$ cat config.mk
export PLATFORM = sky130hd
export DESIGN_NAME = line_command_telemetry_responder
export DESIGN_NICKNAME = d
export VERILOG_FILES = /design/src/sv/lctr_pkg.sv /design/src/sv/lctr_front.sv /design/src/sv/lctr_queue.sv /design/src/sv/lctr_back.sv /design/src/sv/line_command_telemetry_responder.sv
export SDC_FILE = /design/constraint.sdc
export NUM_CORES = 1
export LEC_CHECK = 0
export ABC_CLOCK_PERIOD_IN_PS = 4800
export BUFFER_PORTS_ARGS = -buffer_cell sky130_fd_sc_hd__buf_4
export CORE_ASPECT_RATIO = 0.6
export CORE_MARGIN = 3
export CORE_UTILIZATION = 48
export DETAILED_ROUTE_END_ITERATION = 10
export GPL_TIMING_DRIVEN = 0
export SETUP_SLACK_MARGIN = 0.1
export SYNTH_ARGS = -nofsm -noshare
export SYNTH_HDL_FRONTEND = slang
export SYNTH_SLANG_ARGS = --single-unit
$ cat constraint.sdc
create_clock -name clk -period 4.8 [get_ports clk]
set_input_delay 0.72 -clock clk [delete_from_list [all_inputs] [get_ports clk]]
set_output_delay 0.72 -clock clk [all_outputs]
set_load 0.01 [all_outputs]
$ cat src/sv/lctr_pkg.sv
// Shared types, constants and response-text helpers for the line command
// telemetry responder. No dependencies.
package lctr_pkg;

	localparam int LINE_BUFFER_SIZE = 32;
	localparam int LINE_CAP         = LINE_BUFFER_SIZE - 1;
	localparam int FILL_W           = $clog2(LINE_BUFFER_SIZE);

	localparam int VAL_W   = 14;
	localparam int SOC_W   = 7;
	localparam int BCD_W   = 16;
	localparam int CFG_W   = 14;
	localparam int CFG_IDX_W = 3;
	localparam int IDX_W   = 4;

	localparam logic [VAL_W-1:0] VAL4_MAX = VAL_W'(9999);

	localparam int Q_DEPTH = 2;
	localparam int Q_PTR_W = $clog2(Q_DEPTH);
	localparam int Q_CNT_W = $clog2(Q_DEPTH + 1);

	localparam logic [CFG_IDX_W-1:0] CFG_PANEL_V   = CFG_IDX_W'(0);
	localparam logic [CFG_IDX_W-1:0] CFG_BATTERY_V = CFG_IDX_W'(1);
	localparam logic [CFG_IDX_W-1:0] CFG_PANEL_I   = CFG_IDX_W'(2);
	localparam logic [CFG_IDX_W-1:0] CFG_BATTERY_I = CFG_IDX_W'(3);
	localparam logic [CFG_IDX_W-1:0] CFG_SOC       = CFG_IDX_W'(4);

	localparam logic [7:0] CH_CR    = 8'd13;
	localparam logic [7:0] CH_LF    = 8'd10;
	localparam logic [7:0] CH_NUL   = 8'd0;
	localparam logic [7:0] CH_COLON = ":";

	typedef enum logic [2:0] {
		KW_UPAN = 3'd0,
		KW_UBAT = 3'd1,
		KW_CPAN = 3'd2,
		KW_CBAT = 3'd3,
		KW_SOC  = 3'd4
	} kw_t;

	localparam int NUM_KW = 5;

	typedef struct packed {
		kw_t kw;
	} cmd_t;

	function automatic logic [7:0] kw_name(input kw_t kw, input logic [1:0] pos);
		logic [31:0] name;
		begin
			case (kw)
				KW_UPAN: name = "upan";
				KW_UBAT: name = "ubat";
				KW_CPAN: name = "cpan";
				KW_CBAT: name = "cbat";
				default: name = "soc:";
			endcase
			kw_name = name[8*(3-pos) +: 8];
		end
	endfunction

	function automatic logic [7:0] digit(input logic [3:0] d);
		digit = {4'h3, d};
	endfunction

	// Soc answers with two digits skip the hundreds slot.
	function automatic logic [IDX_W-1:0] eff_idx(input kw_t kw, input logic [BCD_W-1:0] bcd,
			input logic [IDX_W-1:0] idx);
		if (kw == KW_SOC && bcd[11:8] == 4'd0 && idx >= IDX_W'(4)) begin
			eff_idx = idx + 1'b1;
		end else begin
			eff_idx = idx;
		end
	endfunction

	function automatic logic [7:0] resp_char(input kw_t kw, input logic [BCD_W-1:0] bcd,
			input logic [IDX_W-1:0] idx);
		logic [IDX_W-1:0] e;
		begin
			e = eff_idx(kw, bcd, idx);
			if (kw == KW_SOC) begin
				case (e)
					4'd0, 4'd1, 4'd2, 4'd3: resp_char = kw_name(kw, e[1:0]);
					4'd4: resp_char = digit(bcd[11:8]);
					4'd5: resp_char = digit(bcd[7:4]);
					4'd6: resp_char = digit(bcd[3:0]);
					4'd7: resp_char = CH_CR;
					default: resp_char = CH_LF;
				endcase
			end else begin
				case (e)
					4'd0, 4'd1, 4'd2, 4'd3: resp_char = kw_name(kw, e[1:0]);
					4'd4: resp_char = CH_COLON;
					4'd5: resp_char = digit(bcd[15:12]);
					4'd6: resp_char = digit(bcd[11:8]);
					4'd7: resp_char = digit(bcd[7:4]);
					4'd8: resp_char = digit(bcd[3:0]);
					4'd9: resp_char = CH_CR;
					default: resp_char = CH_LF;
				endcase
			end
		end
	endfunction

	function automatic logic resp_last(input kw_t kw, input logic [BCD_W-1:0] bcd,
			input logic [IDX_W-1:0] idx);
		logic [IDX_W-1:0] e;
		begin
			e = eff_idx(kw, bcd, idx);
			resp_last = (kw == KW_SOC) ? (e == IDX_W'(8)) : (e == IDX_W'(10));
		end
	endfunction

endpackage

$ cat src/sv/lctr_front.sv
// Front end: takes received beats, tracks line fill and keyword hits as the
// line streams in, and queues a command at line end. Depends on lctr_pkg.
module lctr_front import lctr_pkg::*; (
	input  logic       clk,
	input  logic       arst_n,
	input  logic       in_valid,
	output logic       in_stall,
	input  logic [7:0] rx_char,
	input  logic       q_full,
	output logic       push,
	output cmd_t       push_cmd
);

	logic [FILL_W-1:0] fill_q;
	logic [7:0]        h1_q, h2_q, h3_q;
	logic              zero_q;
	logic [NUM_KW-1:0] found_q;
	logic [NUM_KW-1:0] hit;
	logic              accept, room, eol;

	assign in_stall = q_full;
	assign accept   = in_valid && !in_stall;
	assign room     = (fill_q != FILL_W'(LINE_CAP));
	assign eol      = (rx_char inside {CH_CR, CH_LF});

	always_comb begin
		hit = '0;
		hit[KW_UPAN] = ({h3_q, h2_q, h1_q, rx_char} == "uPan");
		hit[KW_UBAT] = ({h3_q, h2_q, h1_q, rx_char} == "ubat");
		hit[KW_CPAN] = ({h3_q, h2_q, h1_q, rx_char} == "cpan");
		hit[KW_CBAT] = ({h3_q, h2_q, h1_q, rx_char} == "cbat");
		hit[KW_SOC]  = ({h2_q, h1_q, rx_char} == "soc");
	end

	always_comb begin
		push_cmd.kw = KW_SOC;
		if (found_q[KW_UPAN]) begin
			push_cmd.kw = KW_UPAN;
		end else if (found_q[KW_UBAT]) begin
			push_cmd.kw = KW_UBAT;
		end else if (found_q[KW_CPAN]) begin
			push_cmd.kw = KW_CPAN;
		end else if (found_q[KW_CBAT]) begin
			push_cmd.kw = KW_CBAT;
		end
	end

	assign push = accept && room && eol && (fill_q != '0) && (|found_q);

	always_ff @(posedge clk or negedge arst_n) begin
		if (!arst_n) begin
			fill_q  <= '0;
			h1_q    <= '0;
			h2_q    <= '0;
			h3_q    <= '0;
			zero_q  <= 1'b0;
			found_q <= '0;
		end else if (accept) begin
			if (room && !eol) begin
				fill_q <= fill_q + 1'b1;
				if (!zero_q) begin
					if (rx_char == CH_NUL) begin
						zero_q <= 1'b1;
					end else begin
						found_q <= found_q | hit;
						h1_q    <= rx_char;
						h2_q    <= h1_q;
						h3_q    <= h2_q;
					end
				end
			end else begin
				// line end or overflow: start a fresh line
				fill_q  <= '0;
				h1_q    <= '0;
				h2_q    <= '0;
				h3_q    <= '0;
				zero_q  <= 1'b0;
				found_q <= '0;
			end
		end
	end

	a_push_room: assert property (@(posedge clk) disable iff (!arst_n) push |-> !q_full)
		else $error("command pushed into full queue");
	a_fill_cap: assert property (@(posedge clk) disable iff (!arst_n)
		fill_q <= FILL_W'(LINE_CAP))
		else $error("fill count past capacity");
	a_found_empty: assert property (@(posedge clk) disable iff (!arst_n)
		(fill_q == '0) |-> (found_q == '0))
		else $error("keyword hit on empty line");

endmodule

$ cat src/sv/lctr_queue.sv
// Short command queue between front and back end. Depends on lctr_pkg.
module lctr_queue import lctr_pkg::*; (
	input  logic clk,
	input  logic arst_n,
	input  logic push,
	input  cmd_t push_cmd,
	output logic full,
	input  logic pop,
	output cmd_t pop_cmd,
	output logic avail
);

	cmd_t                ent_q [Q_DEPTH];
	logic [Q_PTR_W-1:0]  wr_q, rd_q;
	logic [Q_CNT_W-1:0]  cnt_q;

	assign full    = (cnt_q == Q_CNT_W'(Q_DEPTH));
	assign avail   = (cnt_q != '0);
	assign pop_cmd = ent_q[rd_q];

	always_ff @(posedge clk) begin
		if (push) begin
			ent_q[wr_q] <= push_cmd;
		end
	end

	always_ff @(posedge clk or negedge arst_n) begin
		if (!arst_n) begin
			wr_q  <= '0;
			rd_q  <= '0;
			cnt_q <= '0;
		end else begin
			if (push) begin
				wr_q <= (wr_q == Q_PTR_W'(Q_DEPTH - 1)) ? '0 : wr_q + 1'b1;
			end
			if (pop) begin
				rd_q <= (rd_q == Q_PTR_W'(Q_DEPTH - 1)) ? '0 : rd_q + 1'b1;
			end
			if (push && !pop) begin
				cnt_q <= cnt_q + 1'b1;
			end else if (pop && !push) begin
				cnt_q <= cnt_q - 1'b1;
			end
		end
	end

	a_no_underflow: assert property (@(posedge clk) disable iff (!arst_n) pop |-> avail)
		else $error("pop from empty queue");
	a_no_overflow: assert property (@(posedge clk) disable iff (!arst_n) push |-> !full)
		else $error("push into full queue");
	a_cnt_range: assert property (@(posedge clk) disable iff (!arst_n)
		cnt_q <= Q_CNT_W'(Q_DEPTH))
		else $error("queue count past depth");

endmodule

$ cat src/sv/lctr_back.sv
// Back end: holds the telemetry registers, converts the selected value to
// BCD one bit per cycle and sends the response text. Depends on lctr_pkg.
module lctr_back import lctr_pkg::*; (
	input  logic                 clk,
	input  logic                 arst_n,
	input  logic                 cfg_we,
	input  logic [CFG_IDX_W-1:0] cfg_index,
	input  logic [CFG_W-1:0]     cfg_data,
	input  logic                 avail,
	input  cmd_t                 pop_cmd,
	output logic                 pop,
	output logic                 out_valid,
	input  logic                 out_stall,
	output logic [7:0]           tx_char,
	output logic                 last_char
);

	typedef enum logic [2:0] {
		ST_IDLE = 3'b001,
		ST_CONV = 3'b010,
		ST_SEND = 3'b100
	} state_t;

	state_t             state_q;
	kw_t                kw_q;
	logic [VAL_W-1:0]   pv_q, bv_q, pi_q, bi_q;
	logic [SOC_W-1:0]   soc_q;
	logic [VAL_W-1:0]   bin_q, sel_val;
	logic [BCD_W-1:0]   bcd_q, bcd_adj;
	logic [IDX_W-1:0]   cnt_q, idx_q;
	logic               ov_q, load, is_last;

	assign out_valid = ov_q;
	assign pop       = (state_q == ST_IDLE) && avail;
	assign load      = (state_q == ST_SEND) && (!ov_q || !out_stall);
	assign is_last   = resp_last(kw_q, bcd_q, idx_q);

	always_comb begin
		case (pop_cmd.kw)
			KW_UPAN: sel_val = (pv_q > VAL4_MAX) ? VAL4_MAX : pv_q;
			KW_UBAT: sel_val = (bv_q > VAL4_MAX) ? VAL4_MAX : bv_q;
			KW_CPAN: sel_val = (pi_q > VAL4_MAX) ? VAL4_MAX : pi_q;
			KW_CBAT: sel_val = (bi_q > VAL4_MAX) ? VAL4_MAX : bi_q;
			default: sel_val = VAL_W'(soc_q);
		endcase
	end

	always_comb begin
		for (int i = 0; i < BCD_W / 4; i++) begin
			bcd_adj[4*i +: 4] = (bcd_q[4*i +: 4] > 4'd4) ? bcd_q[4*i +: 4] + 4'd3
				: bcd_q[4*i +: 4];
		end
	end

	always_ff @(posedge clk or negedge arst_n) begin
		if (!arst_n) begin
			pv_q  <= VAL_W'(3200);
			bv_q  <= VAL_W'(1250);
			pi_q  <= VAL_W'(150);
			bi_q  <= VAL_W'(200);
			soc_q <= SOC_W'(85);
		end else if (cfg_we) begin
			case (cfg_index)
				CFG_PANEL_V:   pv_q  <= cfg_data;
				CFG_BATTERY_V: bv_q  <= cfg_data;
				CFG_PANEL_I:   pi_q  <= cfg_data;
				CFG_BATTERY_I: bi_q  <= cfg_data;
				CFG_SOC:       soc_q <= cfg_data[SOC_W-1:0];
				default: ;
			endcase
		end
	end

	always_ff @(posedge clk) begin
		case (state_q)
			ST_IDLE: begin
				kw_q  <= pop_cmd.kw;
				bin_q <= sel_val;
				bcd_q <= '0;
			end
			ST_CONV: begin
				bcd_q <= {bcd_adj[BCD_W-2:0], bin_q[VAL_W-1]};
				bin_q <= {bin_q[VAL_W-2:0], 1'b0};
			end
			default: ;
		endcase
		if (load) begin
			tx_char   <= resp_char(kw_q, bcd_q, idx_q);
			last_char <= is_last;
		end
	end

	always_ff @(posedge clk or negedge arst_n) begin
		if (!arst_n) begin
			state_q <= ST_IDLE;
			cnt_q   <= '0;
			idx_q   <= '0;
			ov_q    <= 1'b0;
		end else begin
			if (ov_q && !out_stall && !load) begin
				ov_q <= 1'b0;
			end
			case (state_q)
				ST_IDLE: begin
					if (avail) begin
						cnt_q   <= '0;
						state_q <= ST_CONV;
					end
				end
				ST_CONV: begin
					cnt_q <= cnt_q + 1'b1;
					if (cnt_q == IDX_W'(VAL_W - 1)) begin
						idx_q   <= '0;
						state_q <= ST_SEND;
					end
				end
				ST_SEND: begin
					if (load) begin
						ov_q  <= 1'b1;
						idx_q <= idx_q + 1'b1;
						if (is_last) begin
							state_q <= ST_IDLE;
						end
					end
				end
				default: state_q <= ST_IDLE;
			endcase
		end
	end

	a_pop_idle: assert property (@(posedge clk) disable iff (!arst_n)
		pop |=> (state_q == ST_CONV))
		else $error("pop did not start conversion");
	a_conv_len: assert property (@(posedge clk) disable iff (!arst_n)
		(state_q == ST_CONV) |-> (cnt_q < IDX_W'(VAL_W)))
		else $error("conversion overran");
	a_last_done: assert property (@(posedge clk) disable iff (!arst_n)
		(load && is_last) |=> (state_q == ST_IDLE && out_valid && last_char))
		else $error("final beat did not close response");

endmodule

$ cat src/sv/line_command_telemetry_responder.sv
// Top level of the line command telemetry responder: front end, command
// queue and back end. Depends on lctr_pkg, lctr_front, lctr_queue, lctr_back.
// Input: one beat per cycle; stalls only while the two-entry command queue is full.
// Response: the line end beat passes the queue, the pop, the BCD conversion and the
// output register; then one beat per cycle while out_stall is low, 8 to 11 beats.
// The back end pops the next command only after loading the last response beat.
// Reset (async, active low) empties line, queue and output; registers take defaults.
module line_command_telemetry_responder import lctr_pkg::*; (
	input  logic                 clk,
	input  logic                 arst_n,
	input  logic                 in_valid,
	output logic                 in_stall,
	input  logic [7:0]           rx_char,
	output logic                 out_valid,
	input  logic                 out_stall,
	output logic [7:0]           tx_char,
	output logic                 last_char,
	input  logic                 cfg_we,
	input  logic [CFG_IDX_W-1:0] cfg_index,
	input  logic [CFG_W-1:0]     cfg_data
);

	logic push, q_full, pop, avail;
	cmd_t push_cmd, pop_cmd;

	lctr_front u_front (
		.clk      (clk),
		.arst_n   (arst_n),
		.in_valid (in_valid),
		.in_stall (in_stall),
		.rx_char  (rx_char),
		.q_full   (q_full),
		.push     (push),
		.push_cmd (push_cmd)
	);

	lctr_queue u_queue (
		.clk      (clk),
		.arst_n   (arst_n),
		.push     (push),
		.push_cmd (push_cmd),
		.full     (q_full),
		.pop      (pop),
		.pop_cmd  (pop_cmd),
		.avail    (avail)
	);

	lctr_back u_back (
		.clk       (clk),
		.arst_n    (arst_n),
		.cfg_we    (cfg_we),
		.cfg_index (cfg_index),
		.cfg_data  (cfg_data),
		.avail     (avail),
		.pop_cmd   (pop_cmd),
		.pop       (pop),
		.out_valid (out_valid),
		.out_stall (out_stall),
		.tx_char   (tx_char),
		.last_char (last_char)
	);

endmodule

# Word-level counts from Yosys, hierarchy flattened

Memories as Yosys holds them, arrays and structs flattened.
Index checks and enable logic that the tools add are counted.

Bits in writable memories: 6
Memories kept: 1
Logic and storage cells: 196
Register bits after elaboration: 156
Input port bits: 30
Output and inout port bits: 11

Memory list:

| memory        | depth | width | rd ports | clocked after Yosys merged registers in | wr ports | RTL line         | text |
|---|---|---|---|---|---|---|---|
| u_queue.ent_q | 2     | 3     | 1        | 0                                       | 1        | lctr_queue.sv:13 | `cmd_t ent_q [Q_DEPTH];` |

Shift operators: 2
Reduce and logical (&&, ||, !) cells: 45
Bitwise operators: 1
Equality and inequality tests: 41
Add/sub/neg operators: 12
Magnitude comparators: 9
Muxes and demuxes: 62

Operators by type and width:

| kind                                               | count |
|---|---|
| 2-to-1 mux 32 bit                                  | 5 |
| == test 32 x 31 -> 1 bit, second input constant    | 4 |
| one-hot mux 29 bit (4 select lines)                | 1 |
| 2-to-1 mux 8 bit                                   | 10 |
| variable part select 32 x 33 -> 8 bit              | 2 |
| > comparator 14 bit, second input constant         | 4 |
| 2-to-1 mux 14 bit                                  | 4 |
| one-hot mux 14 bit (4 select lines)                | 1 |
| one-hot mux 8 bit (7 select lines)                 | 1 |
| one-hot mux 8 bit (5 select lines)                 | 1 |
| 2-to-1 mux 4 bit                                   | 8 |
| one-hot mux 16 bit (2 select lines)                | 1 |
| one-hot mux 14 bit (2 select lines)                | 1 |
| 2-to-1 mux 3 bit                                   | 9 |
| == test 24 x 23 -> 1 bit, second input constant    | 1 |
| == test 3 x 2 -> 1 bit, second input constant      | 7 |
| == test 4 bit, second input constant               | 5 |
| 2-to-1 mux 5 bit                                   | 4 |
| == test 4 x 3 -> 1 bit, second input constant      | 4 |
| == test 8 x 4 -> 1 bit, second input constant      | 2 |
| > comparator 4 x 3 -> 1 bit, second input constant | 4 |
| one-hot mux 4 bit (2 select lines)                 | 2 |
| logical AND 1 bit                                  | 14 |
| adder 4 x 2 -> 4 bit, second input constant        | 3 |
| other kinds (32)                                   | 74 |

# Longest topological paths before layout

Gate-level depths: netlist of run 1.

Word-level depth: 13
Gate-level depth with buffers: 10
Mapped depth without buffers: 10

# Hierarchy

Synthesis of run 1 repeated with hierarchy kept, for this count alone.

Cells, all modules: 765
Area total of the unflattened synthesis: 8455.6 µm²

By module, submodules not included:

| module     | cells each | times used | sequential area each (µm²) | area an instance (µm²) |
|---|---|---|---|---|
| lctr_back  | 597        | 1          | 3133.0                     | 6388.6 |
| lctr_front | 143        | 1          | 875.8                      | 1661.6 |
| lctr_queue | 25         | 1          | 280.3                      | 405.4 |

# Worst setup path before layout of run 1

OpenSTA, ideal clock, no wires.

Path kind: reg-to-reg
From: register u_back.bcd_q[8]
To: register u_back.tx_char[1], data pin
Slack: 2.087 ns
Data required time: 4.539 ns
Period minus slack after synthesis: 2.713 ns
Path buffers: 1
Setup time: 0.261 ns
Data arrival time: 2.452 ns
Cell stages (with the launch flop): 10
Cells stage by stage: edfxtp_1 inv_1 ha_1 or3b_1 buf_2 nor3_4 o22ai_4 a2111oi_2 o32ai_1 a221o_1

Longest elaborated chain between the ends: 9
Elaborated cells on any way between the ends: 22
Classes of those cells: add/sub (1); eq/ne (9); shift (2); mux (5); reduce/logical (5)

Ends and longest elaborated chain:

| item                                                                                            | RTL line                                       | text |
|---|---|---|
| start, declared                                                                                 | lctr_back.sv:29                                | `logic [BCD_W-1:0] bcd_q, bcd_adj;` |
| start signal, assigned                                                                          | lctr_back.sv:82                                | `bcd_q <= {bcd_adj[BCD_W-2:0], bin_q[VAL_W-1]};` |
| zero test 4 bit (*)                                                                             | lctr_pkg.sv:68                                 | `if (kw == KW_SOC && bcd[11:8] == 4'd0 && idx >= IDX_W'(4)) begin` |
| logical AND 1 bit (*) (2 in series)                                                             | lctr_pkg.sv:68                                 |  |
| 2-to-1 mux 4 bit (*)                                                                            | lctr_pkg.sv:68                                 |  |
| 2-to-1 mux 4 bit (*)                                                                            | lctr_back.sv:87                                | `if (load) begin` |
| subtractor 2 x 2 -> 3 bit, or another cell as far along                                         | lctr_pkg.sv:57                                 | `kw_name = name[8*(3-pos) +: 8];` |
| variable part select 32 x 33 -> 8 bit / OR reduction 4 bit (equally long branches)              | lctr_pkg.sv:57, lctr_pkg.sv:81, lctr_pkg.sv:90 |  |
| one-hot mux 8 bit (7 select lines) / one-hot mux 8 bit (5 select lines) (equally long branches) | lctr_pkg.sv:90, lctr_pkg.sv:81                 |  |
| 2-to-1 mux 8 bit (*)                                                                            | lctr_pkg.sv:80                                 | `if (kw == KW_SOC) begin` |
| end signal, assigned                                                                            | lctr_back.sv:88                                | `tx_char <= resp_char(kw_q, bcd_q, idx_q);` |
| end, declared                                                                                   | lctr_back.sv:14                                | `output logic [7:0] tx_char,` |

Every way passes the cells marked *; elsewhere a longest branch is shown, timed or not. The select of a mux whose other input is x is not followed.
A chain may end at the register's enable or synchronous reset.

# Worst setup path in the final report of run 1

From: register u_back.bcd_q[8]
To: register u_back.tx_char[3], data pin

The elaborated chain is that of the path after synthesis.

==> results.tsv, run 1 <==
stage	metric	value	unit
run_status	status	finished, final reports clean	
finish	Final nets	864	
placement	dpl hpwl	17500	um
placement	I/O Buffers	39	
cts	CTS buffer count	17	
critical_path	critical-path cell list	inv_1 -> ha_1 -> nor3b_1 -> a31oi_1 -> a221oi_1 -> buf_2 -> nor4_1 -> a2111oi_0 -> a22oi_1	
route	drt via density	6.29	
critical_path	CP max stage delay	730	ps
critical_path	Worst Reg-to-Reg Cells	9	
critical_path	CP delay by family, top	compound AO/OA/AOI/OAI gates	
cts	CTS tree	built	
timing	Fin Hold WS	199	ps
grt	GR Overflow Total	0	
grt	largest net degree at the start of global routing	115	
yosys	Async S/R FF share, synth	0.708	
finish	Ant. Diodes	0	
min_path	hold crit path type	input pin to async pin	
yosys	Yosys cell types	81	
critical_path	register-to-register setup slack	730	ps
power	sw power	0.00226	W
critical_path	Setup CP Type	flip-flop to flip-flop	
route	DRC viols	0	
power	Lkg Pwr	3.81	nW
timing	Slew Viols, Final	0	
critical_path	Critical Path End Type	flip-flop	
yosys	Area contributors post-synth	dfrtp_1 (28%), edfxtp_1 (17%), mux2_2 (7.7%), dfstp_2 (6.3%), a22o_1 (2.8%)	
route	DR vias	6671	
timing	final setup TNS	0	ps
critical_path	Worst Path Max Fanout	10	
finish	# fillers	1435	
floorplanning	Die Wd	176	um
run	Max-Cap Viols	0	
yosys	Post-synth top cells	dfrtp_1 (94), mux2_2 (57), nor2_1 (57), edfxtp_1 (47), nand2_1 (45)	
floorplanning	core region area	16600	um^2
cts	Clock Tree Root	clkbuf_16	
route	initial drt markers	814	
cts	H-tree depth	4	
cts	clock latency on the worst-skew pair	430	ps
cts	cts hold-fix bufs	0	
yosys	synth warn	0	
floorplanning	Cell Rows	36	
yosys	synthesized area	8300	um^2
cts	CTS Sinks	161	
yosys	count leader, synth	dfrtp_1	
cts	Setup Buffers After CTS	0	
power	Seq pwr share	0.398	
floorplanning	Die H	108	um
yosys	Post-Syn Area per Cell	10.9	um^2
yosys	FF+latch count, synth	161	
route	First-pass DRT Iterations	6	
grt	initial antenna violation count	1	
timing	RSZ-0062 raised after global routing	no	
yosys	ys flop type	dfrtp_1	
finish	share of post-route cells with drive strength above 1	0.208	
timing	final hold vios	0	
floorplanning	# IOs	41	
critical_path	Critical Path AT	4230	ps
placement	routability congestion estimate	0.990	
yosys	number of synthesized flops with an enable pin	47	
timing	relative slew slack	0.0484	
yosys	cells after synthesis	761	
yosys	post-synth top area share	0.283	
grt	vias in the first global route	6382	
critical_path	CP Launch Type	flip-flop	
timing	worst-margin pin slew	1420	ps
yosys	Syn Nets	805	
timing	fin crit share	0.848	
route	WL per Instance	22.2	um
power	P_int	0.00364	W
grt	aggregate global-route resource usage	0.260	
critical_path	WP buf/inv	2	
finish	Area Overhead vs Synth	14.8	%
timing	clock skew	7.83	ps
timing	post-layout min period	4070	ps
timing	Final Setup Violations	0	
critical_path	Worst R2R Start	u_back.bcd_q[8]	
power	Net Sw Frac	0.383	
cts	clock slew at reported path FFs	70	ps
route	ANT nets after route	0	
cts	CTS Buffer Depth	2	
timing	fmax	246	MHz
floorplanning	Die ar.	19000	um^2
power	pwr/cell area	620	nW/um^2
power	maximum VDD drop	0.308	mV
critical_path	slowest CP cell	a221oi_1	
yosys	Synth area leader	dfrtp_1	
route	Post-Route WL	23500	um
critical_path	Worst Path Required	4960	ps
power	part of the power in the clock network	0.238	
floorplanning	Initial Utilization	0.501	
yosys	sequential fraction of the synthesis area	0.517	
cts	Post-CTS Resized	0	
power	combinational power share	0.364	
critical_path	r2r endpoint	u_back.tx_char[3]	
grt	first-pass GRT wire length	36900	um
-- cell families (layout without fill, tap and decap cells) --
group | after synthesis | after routing | share of synthesized area
other cells | 1 | 1 | 0.000452
flops | 161 | 161 | 0.517
xor+xnor | 13 | 13 | 0.0137
buf+inv | 72 | 144 | 0.0348
mux | 64 | 64 | 0.0888
fa+ha+maj | 14 | 14 | 0.0211
compound gates | 208 | 208 | 0.181
simple gates | 228 | 228 | 0.144
-- registers in the layout, indices dropped and copies added, names as in the netlist, 14 cells and up --
signal	cells
u_back.bcd_q	16
u_back.bi_q	14
u_back.bin_q	14
u_back.bv_q	14
u_back.pi_q	14
u_back.pv_q	14
-- worst max path at each step --
stage,from,end,slack [ps],cells past startpoint
floorplan,u_back.bcd_q[8],u_back.tx_char[1],2090,9
global placement,u_back.bcd_q[9],u_back.tx_char[3],1060,9
detailed placement,u_back.bcd_q[8],u_back.tx_char[3],1080,9
CTS,u_back.bcd_q[9],u_back.tx_char[3],1070,9
global route,u_back.bcd_q[8],u_back.tx_char[3],580,9
finish,u_back.bcd_q[8],u_back.tx_char[3],730,9
-- final cells by class --
class,count,area (um^2),area share
flip-flops and latches,161,4290,0.450
inverters,37,139,0.0146
plain buffers,35,150,0.0158
well taps,228,285,0.0299
clock buffers,26,554,0.0582
repair buffers,40,324,0.0340
clock inverters,6,61.3,0.00643
multi-input cells,528,3730,0.391
-- worst register-to-register path: stages (launching register included) --
cell	delay, ps
edfxtp_1	420
inv_1	160
ha_1	370
nor3b_1	720
a31oi_1	220
a221oi_1	730
buf_2	370
nor4_1	80
a2111oi_0	570
a22oi_1	170
-- metal layers --
metal  share of wire  GRT usage
met5               0          0
met3            0.12      0.101
met4          0.0098     0.0632
met2            0.35      0.300
met1            0.52      0.432
-- placed cells by master, fill, tap and decap left out, types with 7 or more instances in the layout --
master     synthesis  final
dfrtp_1           94     94
nor2_1            57     57
mux2_2            57     57
edfxtp_1          47     47
nand2_1           45     45
a21oi_1           44     44
o21ai_0           42     42
buf_4              1     39
inv_1             35     35
clkbuf_1          24     28
a22o_1            27     27
nand3_1           23     23
clkbuf_16          0     21
dfstp_2           20     20
nor3_1            18     18
ha_1              14     14
nand4_1           13     13
nor4_1            12     12
xnor2_1            8      8
nor3b_1            8      7
or2_2              7      7
o31ai_1            7      7
a211oi_1           7      7
-- power groups by stage --
stage / Sequential [W] / Clock, W / Combinational (W)
finish: 0.00235 / 0.00141 / 0.00215
CTS: 0.00234 / 0.00144 / 0.00210
detailed placement: 0.00235 / 0 / 0.00209
floorplan: 0.00221 / 0 / 0.00152
global route: 0.00240 / 0.00150 / 0.00237
global placement: 0.00234 / 0 / 0.00204
-- through the flow --
step | cells | setup WS, ps | cell area [um^2] | total power [W] | utilization
finish | 1061 | 731 | 9530 | 0.00591 | 0.575
global route | 1061 | 585 | 9530 | 0.00626 | 0.575
CTS | 1060 | 1070 | 9490 | 0.00587 | 0.573
detailed placement | 1028 | 1080 | 8880 | 0.00444 | 0.536
global placement | 1028 | 1060 | 8880 | 0.00438 | 0.536
floorplan | 761 | 2090 | 8300 | 0.00373 | -
No activity file was read; power rests on OpenSTA's default activity.
==> run 2: changes to the inputs <==
ABC_AREA = 1   (was not set)
ABC_CLOCK_PERIOD_IN_PS = 3770   (was 4800)
clock period = 3.77 ns   (was 4.8 ns; I/O delays follow)
==> run 2 against run 1 <==
Sequential cell count is the same. Maximum frequency grew 47%. Clock-buffer cell count shrank 6. Die area grew 0.78%. Combinational power grew 19%. Cell area grew 1.2%. Register-to-register slack gained 260 ps. Via count grew 5.7%. Synthesized cell count grew 31%. Non-clock buffer count shrank 11. Sequential power grew 30%.
==> results.tsv, run 2 <==
stage	metric	value	unit	change
run_status	status	finished, final reports clean		
critical_path	Worst Path Required	3830	ps	-1130 ps
route	First-pass DRT Iterations	5		-1
yosys	synthesized area	8370	um^2	+0.81%
timing	Slew Viols, Final	0		unchanged
critical_path	Worst R2R Start	u_back.state_q[2]		
timing	clock skew	12.0	ps	+4.20 ps
yosys	Post-Syn Area per Cell	8.39	um^2	-23%
critical_path	CP Launch Type	flip-flop		
min_path	hold crit path type	input pin to async pin		
critical_path	critical-path cell list	nor3_1 -> inv_1 -> clkbuf_1 -> nand2_2		
placement	dpl hpwl	16100	um	-7.9%
cts	Clock Tree Root	clkbuf_16		
timing	Final Setup Violations	0		unchanged
finish	area of the multi-input gates	3460	um^2	-7.2%
power	pwr/cell area	783	nW/um^2	+26%
route	DRC viols	0		unchanged
route	Post-Route WL	22000	um	-6.6%
run	Max-Cap Viols	0		unchanged
yosys	ys flop type	dfrtp_1		
critical_path	Critical Path AT	2840	ps	-1390 ps
finish	Largest Register	u_back.bcd_q		
finish	# fillers	1524		+6.2%
finish	most frequent cells in the layout	nand2_1 (215), o21ai_0 (138), inv_1 (126)		
critical_path	slowest CP cell	nor3_1		
route	DR vias	7050		+5.7%
placement	routability congestion estimate	0.938		-5.3%
floorplanning	Cell Rows	36		unchanged
critical_path	WP buf/inv	2		unchanged
cts	Setup Buffers After CTS	0		unchanged
yosys	Yosys cell types	41		-49%
cts	CTS Sinks	161		unchanged
finish	final core utilization	0.579		+0.00402
grt	vias in the first global route	6518		+2.1%
floorplanning	Die ar.	19100	um^2	+0.78%
finish	share of post-route cells with drive strength above 1	0.143		-0.0646
critical_path	Setup CP Type	flip-flop to flip-flop		
finish	final instance area	9650	um^2	+1.2%
yosys	Syn Nets	1041		+29%
cts	CTS buffer count	17		unchanged
placement	DP Area	8980	um^2	+1.1%
timing	fin crit share	0.737		-0.111
yosys	Post-synth top cells	nand2_1 (216), o21ai_0 (138), inv_1 (126), dfrtp_1 (94), nand3_1 (74)		
cts	CTS Buffer Depth	2		unchanged
yosys	cells after synthesis	997		+31%
cts	Post-CTS Resized	0		unchanged
floorplanning	Initial Utilization	0.502		+0.00135
route	initial drt markers	708		-13%
cts	cts hold-fix bufs	0		unchanged
finish	Final nets	1100		+27%
cts	H-tree depth	4		unchanged
route	ANT nets after route	0		unchanged
grt	GR Overflow Total	0		unchanged
timing	RSZ-0062 raised after global routing	no		
timing	post-layout min period	2780	ps	-1290 ps
cts	CTS tree	built		
grt	first-pass GRT wire length	36000	um	-2.3%
timing	fmax	360	MHz	+47%
finish	commonest non-fill, non-tap cell in the layout	nand2_1		
finish	Area Overhead vs Synth	15.3	%	
critical_path	register-to-register setup slack	990	ps	+260 ps
timing	final setup TNS	0	ps	unchanged
floorplanning	Die H	108	um	+0.38%
yosys	synth warn	0		unchanged
yosys	Area contributors post-synth	dfrtp_1 (28%), edfxtp_1 (17%), nand2_1 (9.7%), o21ai_0 (8.3%), dfstp_2 (6.3%)		
floorplanning	core region area	16700	um^2	+0.54%
timing	final hold vios	0		unchanged
route	WL per Instance	16.9	um	-24%
yosys	post-synth top area share	0.281		-0.00229
critical_path	CP max stage delay	740	ps	about the same
critical_path	Worst Reg-to-Reg Cells	4		-5
finish	FF/Latch Area	4290	um^2	unchanged
finish	Ant. Diodes	0		unchanged
floorplanning	Die Wd	176	um	+0.39%
timing	worst-margin pin slew	951	ps	-465 ps
timing	relative slew slack	0.363		+0.315
yosys	Synth area leader	dfrtp_1		
yosys	count leader, synth	nand2_1		
route	drt via density	5.44		-14%
yosys	Async S/R FF share, synth	0.708		unchanged
cts	clock latency on the worst-skew pair	430	ps	about the same
placement	I/O Buffers	39		unchanged
floorplanning	# IOs	41		unchanged
grt	aggregate global-route resource usage	0.244		-0.0158
power	Lkg Pwr	4.50	nW	+18%
yosys	sequential fraction of the synthesis area	0.513		-0.00417
critical_path	Critical Path End Type	flip-flop		
grt	largest net degree at the start of global routing	79		-31%
finish	max FFs per register	16		unchanged
power	maximum VDD drop	0.403	mV	+31%
critical_path	r2r endpoint	u_back.bcd_q[7]		
yosys	number of synthesized flops with an enable pin	47		unchanged
yosys	FF+latch count, synth	161		unchanged
grt	initial antenna violation count	0		-1
critical_path	CP delay by family, top	simple AND/OR/NAND/NOR gates		
timing	Fin Hold WS	32.3	ps	-167 ps
critical_path	Worst Path Max Fanout	30		+20
cts	clock slew at reported path FFs	60	ps	about the same
## run 2: changes by cell type after synthesis, moves of 22 or more
cell / change
o22ai_1: +22
o21ai_0: +96
a21oi_1: -24
nand2_1: +171
a22o_1: -27
inv_1: +91
nand3_1: +51
mux2_2: -57
## run 2: layout make-up
type                            instances  share of cell area
Sequential cell                       161               0.445
Multi-Input combinational cell        677               0.358
Inverter                              135              0.0528
Clock buffer                           20              0.0485
Timing Repair Buffer                   40              0.0336
Tap cell                              228              0.0296
Clock inverter                         12              0.0209
Buffer                                 24              0.0117
## run 2: metal layers
metal	up-vias	global-route usage	share of wire
li1	3454	-	-
met1	3320	0.412	0.55
met2	260	0.308	0.37
met3	16	0.0607	0.078
met4	0	0.0471	0.0079
met5	-	0	0
## run 2: through the flow
step | worst slack (ps) | power (W) | cells
finish | 993 | 0.00755 | 1297
global route | 878 | 0.00810 | 1297
CTS | 660 | 0.00755 | 1297
global placement | 721 | 0.00553 | 1264
detailed placement | 678 | 0.00557 | 1265
floorplan | 1660 | 0.00476 | 997
## run 2: how the worst max path moves through the flow
| stage | start | end | slack [ps] | cells after the start |
|---|---|---|---|---|
| after global placement | u_back.state_q[2] | u_back.bcd_q[1] | 720 | 4 |
| final | u_back.state_q[2] | u_back.bcd_q[7] | 990 | 4 |
| after CTS | u_back.state_q[2] | u_back.bcd_q[2] | 660 | 4 |
| after floorplan | u_back.state_q[2] | u_back.bcd_q[0] | 1660 | 4 |
| after global routing | u_back.state_q[2] | u_back.bcd_q[14] | 880 | 4 |
| after detailed placement | u_back.state_q[2] | u_back.bcd_q[14] | 680 | 4 |
## run 2: power breakdown
group	switching, W	internal [W]	leakage [nW]
clock network	0.000723	0.00124	0.324
registers	0.000474	0.00257	1.81
logic	0.00173	0.000817	2.36
total	0.00293	0.00463	4.50
## run 2: cell families after synthesis
family | synth area share
and+or+nand+nor | 0.253
adders and majority gates | 0.0209
xor gates and xnor gates | 0.00942
other | 0.000448
AOI/OAI and AO/OA | 0.129
DFF | 0.513
buffers and inverters | 0.0743
==> run 3: changes to the inputs <==
ABC_CLOCK_PERIOD_IN_PS = 2670   (was 3770)
clock period = 2.67 ns   (was 3.77 ns; I/O delays follow)
==> run 3 against run 2 <==
Sequential power grew 41%. First-iteration DRC count grew 2.1%. Critical path depth grew 12. Via count grew 0.84%. Hold slack gained 170 ps. Largest power group unchanged.
==> results.tsv, run 3 (synthesized netlist as in run 2, its figures left out) <==
stage	metric	value	unit	change
finish	max FFs per register	16		unchanged
timing	fin crit share	0.908		+0.172
cts	clock slew at reported path FFs	60	ps	about the same
timing	RSZ-0062 raised after global routing	yes		
power	pwr/cell area	1100	nW/um^2	+41%
critical_path	r2r endpoint	u_back.tx_char[1]		
placement	I/O Buffers	39		unchanged
timing	relative slew slack	0.375		+0.0112
route	drt via density	5.45		+0.30%
timing	post-layout min period	2430	ps	-352 ps
critical_path	register-to-register setup slack	240	ps	-750 ps
timing	worst-margin pin slew	935	ps	-16.7 ps
finish	commonest non-fill, non-tap cell in the layout	nand2_1		
power	Lkg Pwr	4.53	nW	+0.80%
cts	clock latency on the worst-skew pair	430	ps	about the same
floorplanning	Initial Utilization	0.502		unchanged
cts	CTS Buffer Depth	2		unchanged
route	ANT nets after route	0		unchanged
finish	final core utilization	0.584		+0.00540
cts	H-tree depth	4		unchanged
route	DRC viols	0		unchanged
critical_path	Worst Reg-to-Reg Cells	16		+12
critical_path	Critical Path End Type	flip-flop		
timing	clock skew	12.7	ps	+0.641 ps
cts	CTS buffer count	17		unchanged
floorplanning	Die Wd	176	um	unchanged
placement	dpl hpwl	16100	um	unchanged
critical_path	Critical Path AT	2620	ps	-220 ps
grt	initial antenna violation count	0		unchanged
timing	final hold vios	0		unchanged
critical_path	CP Launch Type	flip-flop		
critical_path	Worst Path Max Fanout	5		-83%
route	Post-Route WL	22100	um	+0.79%
grt	largest net degree at the start of global routing	79		unchanged
route	DR vias	7109		+0.84%
finish	Ant. Diodes	0		unchanged
floorplanning	Die ar.	19100	um^2	unchanged
grt	vias in the first global route	6523		+0.077%
finish	Final nets	1107		+0.64%
route	WL per Instance	17.0	um	+0.25%
min_path	Hold Path Stages	3		
timing	fmax	412	MHz	+15%
power	P_int	0.00656	W	+42%
floorplanning	Die H	108	um	unchanged
critical_path	Setup CP Type	flip-flop to flip-flop		
power	sw power	0.00418	W	+43%
placement	pre-CTS setup slack	-422	ps	-1100 ps
cts	CTS tree	built		
placement	Inst Count DP	1265		unchanged
power	maximum VDD drop	0.572	mV	+42%
grt	aggregate global-route resource usage	0.244		about the same
route	initial drt markers	723		+2.1%
finish	Largest Register	u_back.bcd_q		
run_status	status	finished, final reports clean		
finish	most frequent cells in the layout	nand2_1 (215), o21ai_0 (137), inv_1 (126)		
timing	Slew Viols, Final	0		unchanged
floorplanning	core region area	16700	um^2	unchanged
cts	Clock Tree Root	clkbuf_16		
power	Seq pwr share	0.399		-0.004
finish	share of post-route cells with drive strength above 1	0.150		+0.00650
grt	GR Overflow Total	0		unchanged
power	Net Sw Frac	0.389		+0.00152
floorplanning	# IOs	41		unchanged
timing	Final Setup Violations	0		unchanged
timing	Worst Setup Slack, final	245	ps	-748 ps
finish	Area Overhead vs Synth	16.4	%	
power	part of the power in the clock network	0.258		about the same
run	Max-Cap Viols	0		unchanged
placement	routability congestion estimate	0.938		unchanged
min_path	WHS Endpoint	u_back.out_valid		
grt	first-pass GRT wire length	36100	um	about the same
critical_path	Worst R2R Start	u_back.bcd_q[8]		
power	combinational power share	0.342		+0.005
route	First-pass DRT Iterations	5		unchanged
critical_path	Worst Path Required	2860	ps	-970 ps
min_path	beginning of the worst hold path	out_stall		
floorplanning	Cell Rows	36		unchanged
cts	CTS Sinks	161		unchanged
finish	Post-Layout Cell Count	1304		+0.54%
min_path	hold crit path type	input pin to flip-flop		
[run 3: stage by stage]
stage / setup TNS, ps / total power [W] / hold WS [ps] / cell area [um^2]
after floorplan: 0 / 0.00672 / 105 / 8370
after global placement: -11330 / 0.00781 / 462 / 8940
after detailed placement: -12620 / 0.00786 / 330 / 8980
after CTS: 0 / 0.0107 / 182 / 9660
after global routing: 0 / 0.0115 / 217 / 9740
final: 0 / 0.0107 / 201 / 9740
[run 3: final cells by class]
class | instances | area, um^2
multi-input cells | 678 | 3500
fillers | 1514 | 6930
repair buffers | 46 | 372
inverters | 135 | 509
flip-flops and latches | 161 | 4290
plain buffers | 24 | 113
clock buffers | 20 | 468
clock inverters | 12 | 201
well taps | 228 | 285
[run 3: critical path, cell delays in order (launching register included)]
cell	delay [ps]
edfxtp_1	390
inv_1	120
ha_1	210
inv_1	80
nor2_4	140
nand2_4	110
nor2_4	230
o21ai_2	140
nand2_4	160
nor2_4	70
buf_4	150
nand2_1	80
nand2_1	60
nor2_1	100
nand2_1	60
nand2_1	60
inv_1	40
[run 3: worst max-delay path by stage]
stage,startpoint,to,slack (ps),cells past startpoint
after global placement,u_back.state_q[2],u_back.bcd_q[1],-380,4
after CTS,u_back.bcd_q[8],u_back.tx_char[3],160,16
after global routing,u_back.bcd_q[8],u_back.tx_char[3],90,15
after floorplan,u_back.state_q[2],u_back.bcd_q[0],560,4
final,u_back.bcd_q[8],u_back.tx_char[1],240,16
after detailed placement,u_back.state_q[2],u_back.bcd_q[14],-420,4
[run 3: power groups by stage]
stage          clock network [W]  registers [W]  logic, W
6_report                 0.00278        0.00429   0.00368
5_1_grt                  0.00292        0.00439   0.00421
4_1_cts                  0.00281        0.00427   0.00359
3_3_place_gp                   0        0.00431   0.00351
3_5_place_dp                   0        0.00431   0.00355
2_1_floorplan                  0        0.00410   0.00262
[run 3: timing repair]
action / CTS / global route
endpoints found under the hold margin: 33 / 0
pin swaps: 0 / 4
endpoints found under the setup margin: 30 / 35
buffers inserted: 0 / 5
gates cloned: 0 / 1
hold buffers: 1 / 0
resized for setup: 2 / 6
[run 3: layer usage]
metal,global-route usage,wire (um),up-vias
li1,-,-,3475
met1,0.412,12000,3355
met2,0.309,8220,265
met3,0.0607,1770,14
met4,0.0471,172,0
met5,0,0,-
